$ cat config.mk
export PLATFORM = sky130hd
export DESIGN_NAME = config_line_tokenizer_flat
export DESIGN_NICKNAME = d
export VERILOG_FILES = /design/src/sv/clt_pkg.sv /design/src/sv/clt_if.sv /design/src/sv/config_line_tokenizer.sv /design/src/sv/clt_front.sv /design/src/sv/clt_queue.sv /design/src/sv/clt_back.sv /design/src/flat_wrapper.sv
export SDC_FILE = /design/constraint.sdc
export NUM_CORES = 1
export LEC_CHECK = 0
export ABC_AREA = 1
export BUFFER_PORTS_ARGS = -buffer_cell sky130_fd_sc_hd__buf_2
export CAP_MARGIN = 20
export CORE_MARGIN = 2
export CORE_UTILIZATION = 56
export DETAILED_ROUTE_END_ITERATION = 10
export GPL_ROUTABILITY_DRIVEN = 0
export PLACE_DENSITY = 0.78
export SYNTH_ARGS = -nofsm -noshare
export SYNTH_HDL_FRONTEND = slang
export SYNTH_SLANG_ARGS = --single-unit
export TNS_END_PERCENT = 50
$ cat constraint.sdc
create_clock -name clk_i -period 7.2 [get_ports clk_i]
set_clock_uncertainty 0.15 [all_clocks]
set_input_delay 1.44 -clock clk_i [delete_from_list [all_inputs] [get_ports clk_i]]
set_output_delay 1.44 -clock clk_i [all_outputs]
set_load 0.1 [all_outputs]
$ cat src/sv/clt_pkg.sv
// Shared types and constants for the configuration line tokenizer.
// Depends on nothing; every other source file uses it.
`default_nettype none

package clt_pkg;

  // Field widths
  localparam int unsigned CharInW  = 8;
  localparam int unsigned CharOutW = 7;
  localparam int unsigned KindW    = 2;
  localparam int unsigned CountW   = 8;
  localparam int unsigned LenW     = 16;
  localparam int unsigned CfgIdxW  = 1;
  localparam int unsigned CfgDataW = 16;

  // Up to three results per input transfer (end of word, '=', end of word)
  localparam int unsigned MaxRes  = 3;
  localparam int unsigned ResCntW = 2;

  localparam int unsigned QueueDepthDefault = 4;

  // Register indexes
  localparam logic [CfgIdxW-1:0] CfgMaxWords = 1'b0;
  localparam logic [CfgIdxW-1:0] CfgMaxLen   = 1'b1;

  localparam logic [CountW-1:0] MaxWordsRst = 8'd32;
  localparam logic [LenW-1:0]   MaxLenRst   = 16'd512;

  // Character codes
  localparam logic [CharInW-1:0] ChTab       = 8'h09;
  localparam logic [CharInW-1:0] ChNewline   = 8'h0a;
  localparam logic [CharInW-1:0] ChCr        = 8'h0d;
  localparam logic [CharInW-1:0] ChSpace     = 8'h20;
  localparam logic [CharInW-1:0] ChQuote     = 8'h22;
  localparam logic [CharInW-1:0] ChHash      = 8'h23;
  localparam logic [CharInW-1:0] ChEquals    = 8'h3d;
  localparam logic [CharInW-1:0] ChBackslash = 8'h5c;
  localparam logic [CharInW-1:0] ChPrintLo   = 8'h20;
  localparam logic [CharInW-1:0] ChPrintHi   = 8'h7f;

  typedef enum logic [KindW-1:0] {
    KindChar = 2'd0,
    KindEow  = 2'd1,
    KindEol  = 2'd2,
    KindErr  = 2'd3
  } clt_kind_e;

  typedef struct packed {
    clt_kind_e             kind;
    logic [CharOutW-1:0]   char_out;
    logic [CountW-1:0]     word_index;
  } clt_res_t;

  // All results caused by one input transfer
  typedef struct packed {
    logic [ResCntW-1:0]      cnt;
    clt_res_t [MaxRes-1:0]   res;
  } clt_bundle_t;

  typedef struct packed {
    logic        valid;
    clt_bundle_t data;
  } clt_push_t;

endpackage

`default_nettype wire

$ cat src/sv/clt_if.sv
// Valid/ready channel interfaces for the tokenizer input and result streams.
// Depends on clt_pkg for field widths.
`default_nettype none

interface clt_in_if;
  logic                         valid;
  logic                         ready;
  logic                         command;
  logic [clt_pkg::CharInW-1:0]  char_in;

  modport source (output valid, output command, output char_in, input ready);
  modport sink   (input valid, input command, input char_in, output ready);
endinterface

interface clt_out_if;
  logic                          valid;
  logic                          ready;
  logic [clt_pkg::KindW-1:0]     kind;
  logic [clt_pkg::CharOutW-1:0]  char_out;
  logic [clt_pkg::CountW-1:0]    word_index;
  logic                          last;

  modport source (output valid, output kind, output char_out, output word_index,
                  output last, input ready);
  modport sink   (input valid, input kind, input char_out, input word_index,
                  input last, output ready);
endinterface

`default_nettype wire

$ cat src/sv/config_line_tokenizer.sv
// Top level of the configuration line tokenizer: front end, bundle queue, back end.
// Depends on clt_pkg, clt_if, clt_front, clt_queue and clt_back.
`default_nettype none

// Shell-style word splitter for configuration text. One byte (or an
// end-of-input command) is taken per transfer on in_i, and a new transfer is
// taken every cycle while the result queue has room. Each transfer yields zero
// to three results (word character, end of word, end of line, parse error),
// all of them computed in the cycle the byte is taken and stored as one
// bundle in a QueueDepth-entry queue. The back end sends one result per
// cycle on out_o while out_o.ready is high, so the sustained rate is one input
// byte per cycle while bytes yield at most one result each; the queue absorbs
// the bursts of bytes that yield more. A result passes through the queue and
// then the output register before it shows on out_o. Bytes that yield no result
// (whitespace, comment text, dropped characters) never enter the queue. A zero
// limit means unlimited; the user must write the two limit registers through
// cfg_we_i/cfg_idx_i/cfg_wdata_i while the block is idle; this is not enforced.
module config_line_tokenizer #(
  parameter int unsigned QueueDepth = clt_pkg::QueueDepthDefault
) (
  input  wire logic                          clk_i,
  input  wire logic                          rst_ni,
  input  wire logic                          cfg_we_i,
  input  wire logic [clt_pkg::CfgIdxW-1:0]   cfg_idx_i,
  input  wire logic [clt_pkg::CfgDataW-1:0]  cfg_wdata_i,
  clt_in_if.sink                             in_i,
  clt_out_if.source                          out_o
);
  import clt_pkg::*;

  clt_push_t    push;
  logic         push_ready;
  logic         pop_valid;
  clt_bundle_t  pop_data;
  logic         pop;

  // Parse state machine; emits one bundle per transfer that yields results
  clt_front u_front (
    .clk_i        (clk_i),
    .rst_ni       (rst_ni),
    .cfg_we_i     (cfg_we_i),
    .cfg_idx_i    (cfg_idx_i),
    .cfg_wdata_i  (cfg_wdata_i),
    .in_i         (in_i),
    .push_o       (push),
    .push_ready_i (push_ready)
  );

  // Decouples the parser from output backpressure
  clt_queue #(
    .Depth (QueueDepth)
  ) u_queue (
    .clk_i        (clk_i),
    .rst_ni       (rst_ni),
    .push_i       (push),
    .push_ready_o (push_ready),
    .pop_valid_o  (pop_valid),
    .pop_data_o   (pop_data),
    .pop_i        (pop)
  );

  // Serializes each bundle, marking its final result with last
  clt_back u_back (
    .clk_i       (clk_i),
    .rst_ni      (rst_ni),
    .pop_valid_i (pop_valid),
    .pop_data_i  (pop_data),
    .pop_o       (pop),
    .out_o       (out_o)
  );

`ifndef SYNTHESIS
  // The queue head only goes away when the back end takes its final result
  a_pop_before_empty: assert property (@(posedge clk_i) disable iff (!rst_ni)
    $fell(pop_valid) |-> $past(pop))
    else $error("queue emptied without a pop");

  // Results of one bundle leave back to back
  a_bundle_contiguous: assert property (@(posedge clk_i) disable iff (!rst_ni)
    (out_o.valid && out_o.ready && !out_o.last) |=> out_o.valid)
    else $error("gap inside a result bundle");

  // Only printable characters are ever sent as word characters
  a_char_printable: assert property (@(posedge clk_i) disable iff (!rst_ni)
    (out_o.valid && (out_o.kind == KindChar)) |-> (out_o.char_out >= 7'h20))
    else $error("unprintable character sent");

  // Markers carry no character
  a_marker_zero: assert property (@(posedge clk_i) disable iff (!rst_ni)
    (out_o.valid && (out_o.kind != KindChar)) |-> (out_o.char_out == '0))
    else $error("marker with nonzero character");
`endif

endmodule

`default_nettype wire

$ cat src/sv/clt_front.sv
// Tokenizer front end: config registers, parse state machine and result bundling.
// Depends on clt_pkg and clt_in_if.
`default_nettype none

module clt_front (
  input  wire logic                          clk_i,
  input  wire logic                          rst_ni,
  input  wire logic                          cfg_we_i,
  input  wire logic [clt_pkg::CfgIdxW-1:0]   cfg_idx_i,
  input  wire logic [clt_pkg::CfgDataW-1:0]  cfg_wdata_i,
  clt_in_if.sink                             in_i,
  output clt_pkg::clt_push_t                 push_o,
  input  wire logic                          push_ready_i
);
  import clt_pkg::*;

  localparam logic [2:0] StStart = 3'd0;
  localparam logic [2:0] StSkip  = 3'd1;
  localparam logic [2:0] StQuote = 3'd2;
  localparam logic [2:0] StQLit  = 3'd3;
  localparam logic [2:0] StWord  = 3'd4;
  localparam logic [2:0] StWLit  = 3'd5;
  localparam logic [2:0] StDone  = 3'd6;
  localparam logic [2:0] StError = 3'd7;

  logic [CountW-1:0]  max_words_q;
  logic [LenW-1:0]    max_len_q;
  logic [2:0]         st_q, st_d, st0;
  logic [CountW-1:0]  wc_q, wc_d, wc0, wc1, wc2;
  logic [LenW-1:0]    wl_q, wl_d, wl1, wl2;
  logic               accept, line_over;
  logic               eow1, chr, eow2, eol, err;
  logic               kept0, kept1, chr_ok;
  logic               e1, e2, e3, e4;
  logic               is_nl, is_hash, is_quote, is_bs, is_eq, is_space, printable;
  logic [CharInW-1:0] c;
  logic [ResCntW-1:0] n;
  clt_bundle_t        bundle;

  assign in_i.ready = push_ready_i;
  assign accept     = in_i.valid && push_ready_i;

  assign c         = in_i.char_in;
  assign is_nl     = (c == ChNewline);
  assign is_hash   = (c == ChHash);
  assign is_quote  = (c == ChQuote);
  assign is_bs     = (c == ChBackslash);
  assign is_eq     = (c == ChEquals);
  assign is_space  = c inside {ChSpace, [ChTab:ChCr]};
  assign printable = c inside {[ChPrintLo:ChPrintHi]};
  assign line_over = (st_q == StDone) || (st_q == StError);

  // Per-step actions, in the order they occur: eow1, chr, eow2, eol/err
  always_comb begin
    st0  = st_q;
    wc0  = wc_q;
    st_d = st_q;
    eow1 = 1'b0;
    chr  = 1'b0;
    eow2 = 1'b0;
    eol  = 1'b0;
    err  = 1'b0;
    if (in_i.command) begin
      if (!line_over) begin
        eow1 = (wl_q != '0);
        eol  = 1'b1;
        st_d = StDone;
      end
    end else begin
      if (line_over) begin
        st0 = StStart;
        wc0 = '0;
      end
      st_d = st0;
      case (st0)
        StStart: begin
          if (is_nl) begin
            eol  = 1'b1;
            st_d = StDone;
          end else if (is_hash) begin
            st_d = StSkip;
          end else if (is_space) begin
            st_d = StStart;
          end else if (is_bs) begin
            st_d = StWLit;
          end else if (is_quote) begin
            st_d = StQuote;
          end else begin
            chr  = 1'b1;
            eow2 = is_eq;
            st_d = is_eq ? StStart : StWord;
          end
        end
        StSkip: begin
          if (is_nl) begin
            eol  = 1'b1;
            st_d = StDone;
          end
        end
        StQuote: begin
          if (is_hash) begin
            eow1 = 1'b1;
            err  = 1'b1;
            st_d = StError;
          end else if (is_quote) begin
            eow1 = 1'b1;
            st_d = StStart;
          end else if (is_bs) begin
            st_d = StQLit;
          end else begin
            chr = 1'b1;
          end
        end
        StQLit: begin
          chr  = !is_nl;
          st_d = StQuote;
        end
        StWord: begin
          if (is_hash) begin
            eow1 = 1'b1;
            st_d = StSkip;
          end else if (is_nl) begin
            eow1 = 1'b1;
            eol  = 1'b1;
            st_d = StDone;
          end else if (is_space) begin
            eow1 = 1'b1;
            st_d = StStart;
          end else if (is_eq) begin
            // close the word, then '=' stands as a word of its own
            eow1 = 1'b1;
            chr  = 1'b1;
            eow2 = 1'b1;
            st_d = StStart;
          end else if (is_bs) begin
            st_d = StWLit;
          end else begin
            chr = 1'b1;
          end
        end
        StWLit: begin
          chr  = !is_nl;
          st_d = StWord;
        end
        default: begin
          st_d = st0;
        end
      endcase
    end
  end

  // Word count and length bookkeeping
  assign kept0  = (max_words_q == '0) || (wc0 < max_words_q);
  assign wc1    = (eow1 && kept0 && (wc0 != '1)) ? wc0 + 8'd1 : wc0;
  assign wl1    = eow1 ? '0 : wl_q;
  assign chr_ok = chr && printable && !((max_len_q != '0) && (wl1 >= max_len_q));
  assign wl2    = (chr_ok && (wl1 != '1)) ? wl1 + 16'd1 : wl1;
  assign kept1  = (max_words_q == '0) || (wc1 < max_words_q);
  assign wc2    = (eow2 && kept1 && (wc1 != '1)) ? wc1 + 8'd1 : wc1;
  assign wc_d   = wc2;
  assign wl_d   = eow2 ? '0 : wl2;

  assign e1 = eow1 && kept0;
  assign e2 = chr_ok && kept1;
  assign e3 = eow2 && kept1;
  assign e4 = eol || err;

  always_comb begin
    bundle = '0;
    n      = '0;
    if (e1) begin
      bundle.res[n].kind       = KindEow;
      bundle.res[n].word_index = wc0;
      n = n + 2'd1;
    end
    if (e2) begin
      bundle.res[n].kind       = KindChar;
      bundle.res[n].char_out   = c[CharOutW-1:0];
      bundle.res[n].word_index = wc1;
      n = n + 2'd1;
    end
    if (e3) begin
      bundle.res[n].kind       = KindEow;
      bundle.res[n].word_index = wc1;
      n = n + 2'd1;
    end
    if (e4) begin
      bundle.res[n].kind       = err ? KindErr : KindEol;
      bundle.res[n].word_index = wc2;
      n = n + 2'd1;
    end
    bundle.cnt = n;
  end

  assign push_o.valid = accept && (bundle.cnt != '0);
  assign push_o.data  = bundle;

  always_ff @(posedge clk_i or negedge rst_ni) begin
    if (!rst_ni) begin
      max_words_q <= MaxWordsRst;
      max_len_q   <= MaxLenRst;
    end else if (cfg_we_i) begin
      case (cfg_idx_i)
        CfgMaxWords: max_words_q <= cfg_wdata_i[CountW-1:0];
        CfgMaxLen:   max_len_q   <= cfg_wdata_i[LenW-1:0];
        default: begin
        end
      endcase
    end
  end

  always_ff @(posedge clk_i or negedge rst_ni) begin
    if (!rst_ni) begin
      st_q <= StStart;
      wc_q <= '0;
      wl_q <= '0;
    end else if (accept) begin
      st_q <= st_d;
      wc_q <= wc_d;
      wl_q <= wl_d;
    end
  end

endmodule

`default_nettype wire

$ cat src/sv/clt_queue.sv
// Small FIFO of result bundles between the tokenizer front and back ends.
// Depends on clt_pkg for the bundle type.
`default_nettype none

module clt_queue #(
  parameter int unsigned Depth = clt_pkg::QueueDepthDefault
) (
  input  wire logic                  clk_i,
  input  wire logic                  rst_ni,
  input  wire clt_pkg::clt_push_t    push_i,
  output logic                       push_ready_o,
  output logic                       pop_valid_o,
  output clt_pkg::clt_bundle_t       pop_data_o,
  input  wire logic                  pop_i
);
  import clt_pkg::*;

  localparam int unsigned PtrW = (Depth > 1) ? $clog2(Depth) : 1;
  localparam int unsigned CntW = $clog2(Depth + 1);
  localparam logic [PtrW-1:0] LastPtr = PtrW'(Depth - 1);
  localparam logic [CntW-1:0] FullCnt = CntW'(Depth);

  clt_bundle_t       mem_q [Depth];
  logic [PtrW-1:0]   wr_ptr_q, rd_ptr_q;
  logic [CntW-1:0]   cnt_q;
  logic              do_push, do_pop;

  assign push_ready_o = (cnt_q != FullCnt);
  assign pop_valid_o  = (cnt_q != '0);
  assign pop_data_o   = mem_q[rd_ptr_q];
  assign do_push      = push_i.valid && push_ready_o;
  assign do_pop       = pop_i && pop_valid_o;

  always_ff @(posedge clk_i) begin
    if (do_push) begin
      mem_q[wr_ptr_q] <= push_i.data;
    end
  end

  always_ff @(posedge clk_i or negedge rst_ni) begin
    if (!rst_ni) begin
      wr_ptr_q <= '0;
      rd_ptr_q <= '0;
      cnt_q    <= '0;
    end else begin
      if (do_push) begin
        wr_ptr_q <= (wr_ptr_q == LastPtr) ? '0 : wr_ptr_q + PtrW'(1);
      end
      if (do_pop) begin
        rd_ptr_q <= (rd_ptr_q == LastPtr) ? '0 : rd_ptr_q + PtrW'(1);
      end
      if (do_push && !do_pop) begin
        cnt_q <= cnt_q + CntW'(1);
      end else if (do_pop && !do_push) begin
        cnt_q <= cnt_q - CntW'(1);
      end
    end
  end

endmodule

`default_nettype wire

$ cat src/sv/clt_back.sv
// Tokenizer back end: registers a bundle on out_o one result per unstalled cycle.
// Depends on clt_pkg and clt_out_if.
`default_nettype none

module clt_back (
  input  wire logic                  clk_i,
  input  wire logic                  rst_ni,
  input  wire logic                  pop_valid_i,
  input  wire clt_pkg::clt_bundle_t  pop_data_i,
  output logic                       pop_o,
  clt_out_if.source                  out_o
);
  import clt_pkg::*;

  logic [ResCntW-1:0]  slot_q;
  logic                valid_q;
  clt_res_t            res_q;
  logic                last_q;
  logic                load, slot_last;

  assign load      = pop_valid_i && (!valid_q || out_o.ready);
  assign slot_last = (slot_q == (pop_data_i.cnt - 2'd1));
  assign pop_o     = load && slot_last;

  always_ff @(posedge clk_i or negedge rst_ni) begin
    if (!rst_ni) begin
      valid_q <= 1'b0;
      slot_q  <= '0;
    end else begin
      if (load) begin
        valid_q <= 1'b1;
        slot_q  <= slot_last ? '0 : slot_q + 2'd1;
      end else if (out_o.ready) begin
        valid_q <= 1'b0;
      end
    end
  end

  always_ff @(posedge clk_i) begin
    if (load) begin
      res_q  <= pop_data_i.res[slot_q];
      last_q <= slot_last;
    end
  end

  assign out_o.valid      = valid_q;
  assign out_o.kind       = res_q.kind;
  assign out_o.char_out   = res_q.char_out;
  assign out_o.word_index = res_q.word_index;
  assign out_o.last       = last_q;

endmodule

`default_nettype wire

$ cat src/flat_wrapper.sv
// flat-port wrapper written by rule: the top's interface ports become plain ports
module config_line_tokenizer_flat import clt_pkg::*;
#(
  parameter int unsigned QueueDepth = clt_pkg::QueueDepthDefault
)
  (clk_i, rst_ni, cfg_we_i, cfg_idx_i, cfg_wdata_i, in_i_valid, in_i_command, in_i_char_in, in_i_ready, out_o_valid, out_o_kind, out_o_char_out, out_o_word_index, out_o_last, out_o_ready);
  clt_in_if in_i_i ();
  clt_out_if out_o_i ();
  input  wire logic clk_i;
  input  wire logic rst_ni;
  input  wire logic cfg_we_i;
  input  wire logic [clt_pkg::CfgIdxW-1:0] cfg_idx_i;
  input  wire logic [clt_pkg::CfgDataW-1:0] cfg_wdata_i;
  input wire logic [$bits(in_i_i.valid)-1:0] in_i_valid;
  input wire logic [$bits(in_i_i.command)-1:0] in_i_command;
  input wire logic [$bits(in_i_i.char_in)-1:0] in_i_char_in;
  output wire logic [$bits(in_i_i.ready)-1:0] in_i_ready;
  output wire logic [$bits(out_o_i.valid)-1:0] out_o_valid;
  output wire logic [$bits(out_o_i.kind)-1:0] out_o_kind;
  output wire logic [$bits(out_o_i.char_out)-1:0] out_o_char_out;
  output wire logic [$bits(out_o_i.word_index)-1:0] out_o_word_index;
  output wire logic [$bits(out_o_i.last)-1:0] out_o_last;
  input wire logic [$bits(out_o_i.ready)-1:0] out_o_ready;
  assign in_i_i.valid = in_i_valid;
  assign in_i_i.command = in_i_command;
  assign in_i_i.char_in = in_i_char_in;
  assign in_i_ready = in_i_i.ready;
  assign out_o_valid = out_o_i.valid;
  assign out_o_kind = out_o_i.kind;
  assign out_o_char_out = out_o_i.char_out;
  assign out_o_word_index = out_o_i.word_index;
  assign out_o_last = out_o_i.last;
  assign out_o_i.ready = out_o_ready;
  config_line_tokenizer #(.QueueDepth(QueueDepth)) u_core (.clk_i(clk_i), .rst_ni(rst_ni), .cfg_we_i(cfg_we_i), .cfg_idx_i(cfg_idx_i), .cfg_wdata_i(cfg_wdata_i), .in_i(in_i_i), .out_o(out_o_i));
endmodule
==> out/qor.yml <==
yosys_warnings: 0
start_util: 0.571
finalSetupViolCount: 0
grt_remaining_overflow: 0
vias_per_cell: 5.80
ir_worst_vdd_mv: 0.191
power.density_mw_per_mm2: 403
slew_violations: 0
cts.clk_slew.worst_paths_ps: 60
layout_setup_ws_ps: 488
final_nets: 1445
r2r-end: "u_core.u_queue.cnt_q[2]$_DFFE_PN0P_"
core_mm2: 0.0226
cp-endpoint: "u_core.u_queue.cnt_q[2]$_DFFE_PN0P_"
wl_mm: 28.7
reg2reg_depth: 40
drtIter0Drc: 894
portBuffers: 50
yosysMostFrequentCell: "edfxtp_1"
hold_ws_ps: 339
cts_tree: "built"
grt_util_all_layers: 0.238
path_max_fanout: 5
antenna_found_initial: 0
cap_violations: 0
synth-async-reset-ratio: 0.232
synth-seq-cells: 263
slowest_stage: "fa_1"
wl_per_cell_um: 17.2
antenna_left: 0
ios: 51
synth_area_leaders: "edfxtp_1 (47%), dfrtp_1 (11%), o21ai_0 (5.5%)"
grt_pass1_wl_mm: 46.6
post_cts.repair.setup_buffers: 0
dp_cells: 1623
rsz0062_at_grt: "false"
hp-class: "reg -> reg"
ys_types: 50
cpPeakStageDelay_ps: 380
fmax_mhz: 149
grt_pass1_vias: 9347
p_leak_nw: 5.82
cts_num_sinks: 263
routed-via-count: 9699
dp_hpwl_mm: 18.7
h-tree-depth: 1
cp.arrival_ps: 6950
synth_commonest_cells: "edfxtp_1 (202), nor2_1 (184), nand2_1 (176)"
synth_edf_count: 202
diodes: 0
die_height_um: 156
synthesis.area_mm2: 0.0129
drt-pass1-iter-count: 6
synth-seq-area-share: 0.587
synth_cells: 1310
setup_tns_ps: 0
status: "finished clean"
relSlewSlack: 0.316
cp.required_ps: 7440
syn_area_per_cell_um2: 9.88
final_layout_size_suffix_gt1_frac: 0.126
grt_max_degree: 95
power_w: 0.00586
worst_setup_path_start_kind: "input pin"
seq_area_mm2: 0.00760
hold_viol_final: 0
num_rows: 55
clk_latency_ps: 530
fill_cells: 1703
endpoint_kind: "register"
die_area_mm2: 0.0243
crit_type: "in -> reg"
dp_slack_ps: -238
cts_made_buffers: 27
rr_startpoint: "u_core.u_front.st_q[1]$_DFFE_PN0P_"
drc: 0
multi_input_area_mm2: 0.00464
area_growth_pct: 12.2
root_buffer: "clkbuf_16"
synth_largest_area_cell: "edfxtp_1"
worstMarginPinSlew_ps: 1020
synth.top_cell.area_share: 0.469
die_x_um: 156
r2r_slack_ps: 1030
synth-main-ff-cell: "edfxtp_1"
cts_buffer_depth: 3
finalCritPeriodShare: 0.932
crit_top_cell: "nand2_1"
period_needed_ps: 6710
startpoint: "in_i_command"
finish.cell_count_without_fillers: 1672
==> what timing repair did <==
item / CTS / global route
hold buffers: 0 / 0
resized for setup: 0 / 11
setup endpoints to repair: 0 / 189
==> routing by layer <==
layer  up-vias  global-route usage  wire length [um]
met5         -                   0                 0
met4         0              0.0633               599
met3        61              0.0306              2000
met2       389               0.413             14100
met1      4582               0.318             12000
li1       4667                   -                 -
==> critical path: cells and delay by family <==
kind,cells,cell delay [ps]
xor+xnor,2,340
buf+inv,9,840
compound gates,4,640
simple gates,21,1950
fa+ha+maj,6,1720
==> registers in the layout, indices dropped and copies added (netlist names) <==
signal                          flops
u_core.u_back.out_o.last            1
u_core.u_front.st_q                 3
u_core.u_back.slot_q                2
u_core.u_queue.cnt_q                3
u_core.u_queue.mem_q              184
u_core.u_back.out_o.word_index      8
u_core.u_front.max_words_q          8
u_core.u_back.out_o.kind            2
u_core.u_queue.wr_ptr_q             2
u_core.u_queue.rd_ptr_q             2
u_core.u_back.out_o.valid           1
u_core.u_front.max_len_q           16
u_core.u_front.wl_q                16
u_core.u_front.wc_q                 8
u_core.u_back.out_o.char_out        7
==> cell type report <==
class	count	share of cell area
clock inverters	20	0.0128
flip-flops and latches	263	0.523
multi-input cells	846	0.319
repair buffers	72	0.0323
well taps	285	0.0246
clock buffers	29	0.0471
inverters	157	0.0407
==> metrics by stage <==
step / utilization / cell area, um2
2_1_floorplan: - / 13000
3_3_place_gp: 0.601 / 13600
3_5_place_dp: 0.601 / 13600
4_1_cts: 0.640 / 14500
5_1_grt: 0.641 / 14500
6_report: 0.641 / 14500
==> cell usage in the layout (no fill, tap or decap), types with 11 or more instances in the layout <==
master,n
nor2_1,177
inv_2,21
ha_1,46
edfxtp_1,202
nand3_1,44
dfrtp_1,58
nor3_1,24
o221ai_1,17
o22ai_1,39
o21ai_1,21
buf_4,17
a21oi_1,30
inv_1,134
buf_2,50
clkbuf_16,27
nand4_1,11
nand2_1,173
o21ai_0,142
xor2_1,18
nor4_1,15
==> worst min path at each step <==
stage	start	endpoint	slack (ps)	cells past startpoint
2_1_floorplan	u_core.u_front.wc_q[2]$_DFFE_PN0P_	u_core.u_front.wc_q[2]$_DFFE_PN0P_	300	2
3_3_place_gp	u_core.u_front.wc_q[2]$_DFFE_PN0P_	u_core.u_front.wc_q[2]$_DFFE_PN0P_	320	2
3_5_place_dp	u_core.u_front.wc_q[2]$_DFFE_PN0P_	u_core.u_front.wc_q[2]$_DFFE_PN0P_	320	2
4_1_cts	u_core.u_front.wc_q[2]$_DFFE_PN0P_	u_core.u_front.wc_q[2]$_DFFE_PN0P_	340	2
5_1_grt	u_core.u_front.wc_q[2]$_DFFE_PN0P_	u_core.u_front.wc_q[2]$_DFFE_PN0P_	350	2
6_report	u_core.u_front.wc_q[2]$_DFFE_PN0P_	u_core.u_front.wc_q[2]$_DFFE_PN0P_	340	2
==> cell families (layout without fill, tap and decap cells) <==
| family | Yosys count | in the layout | share of synthesized area |
|---|---|---|---|
| simple gates | 475 | 475 | 0.156 |
| compound gates | 290 | 290 | 0.130 |
| flops | 263 | 263 | 0.587 |
| buf+inv | 208 | 278 | 0.0618 |
| fa+ha+maj | 47 | 47 | 0.0460 |
| xor+xnor | 25 | 25 | 0.0181 |
| other cells | 1 | 8 | 0.000290 |
| mux | 1 | 1 | 0.000774 |
==> where the power goes <==
part	internal, W	switching [W]	total (W)
Clock	0.000794	0.000565	0.00136
Sequential	0.00205	0.000117	0.00216
Combinational	0.000604	0.00173	0.00233
Total	0.00344	0.00241	0.00586
Note: power is estimated with default switching activity, not from simulation.
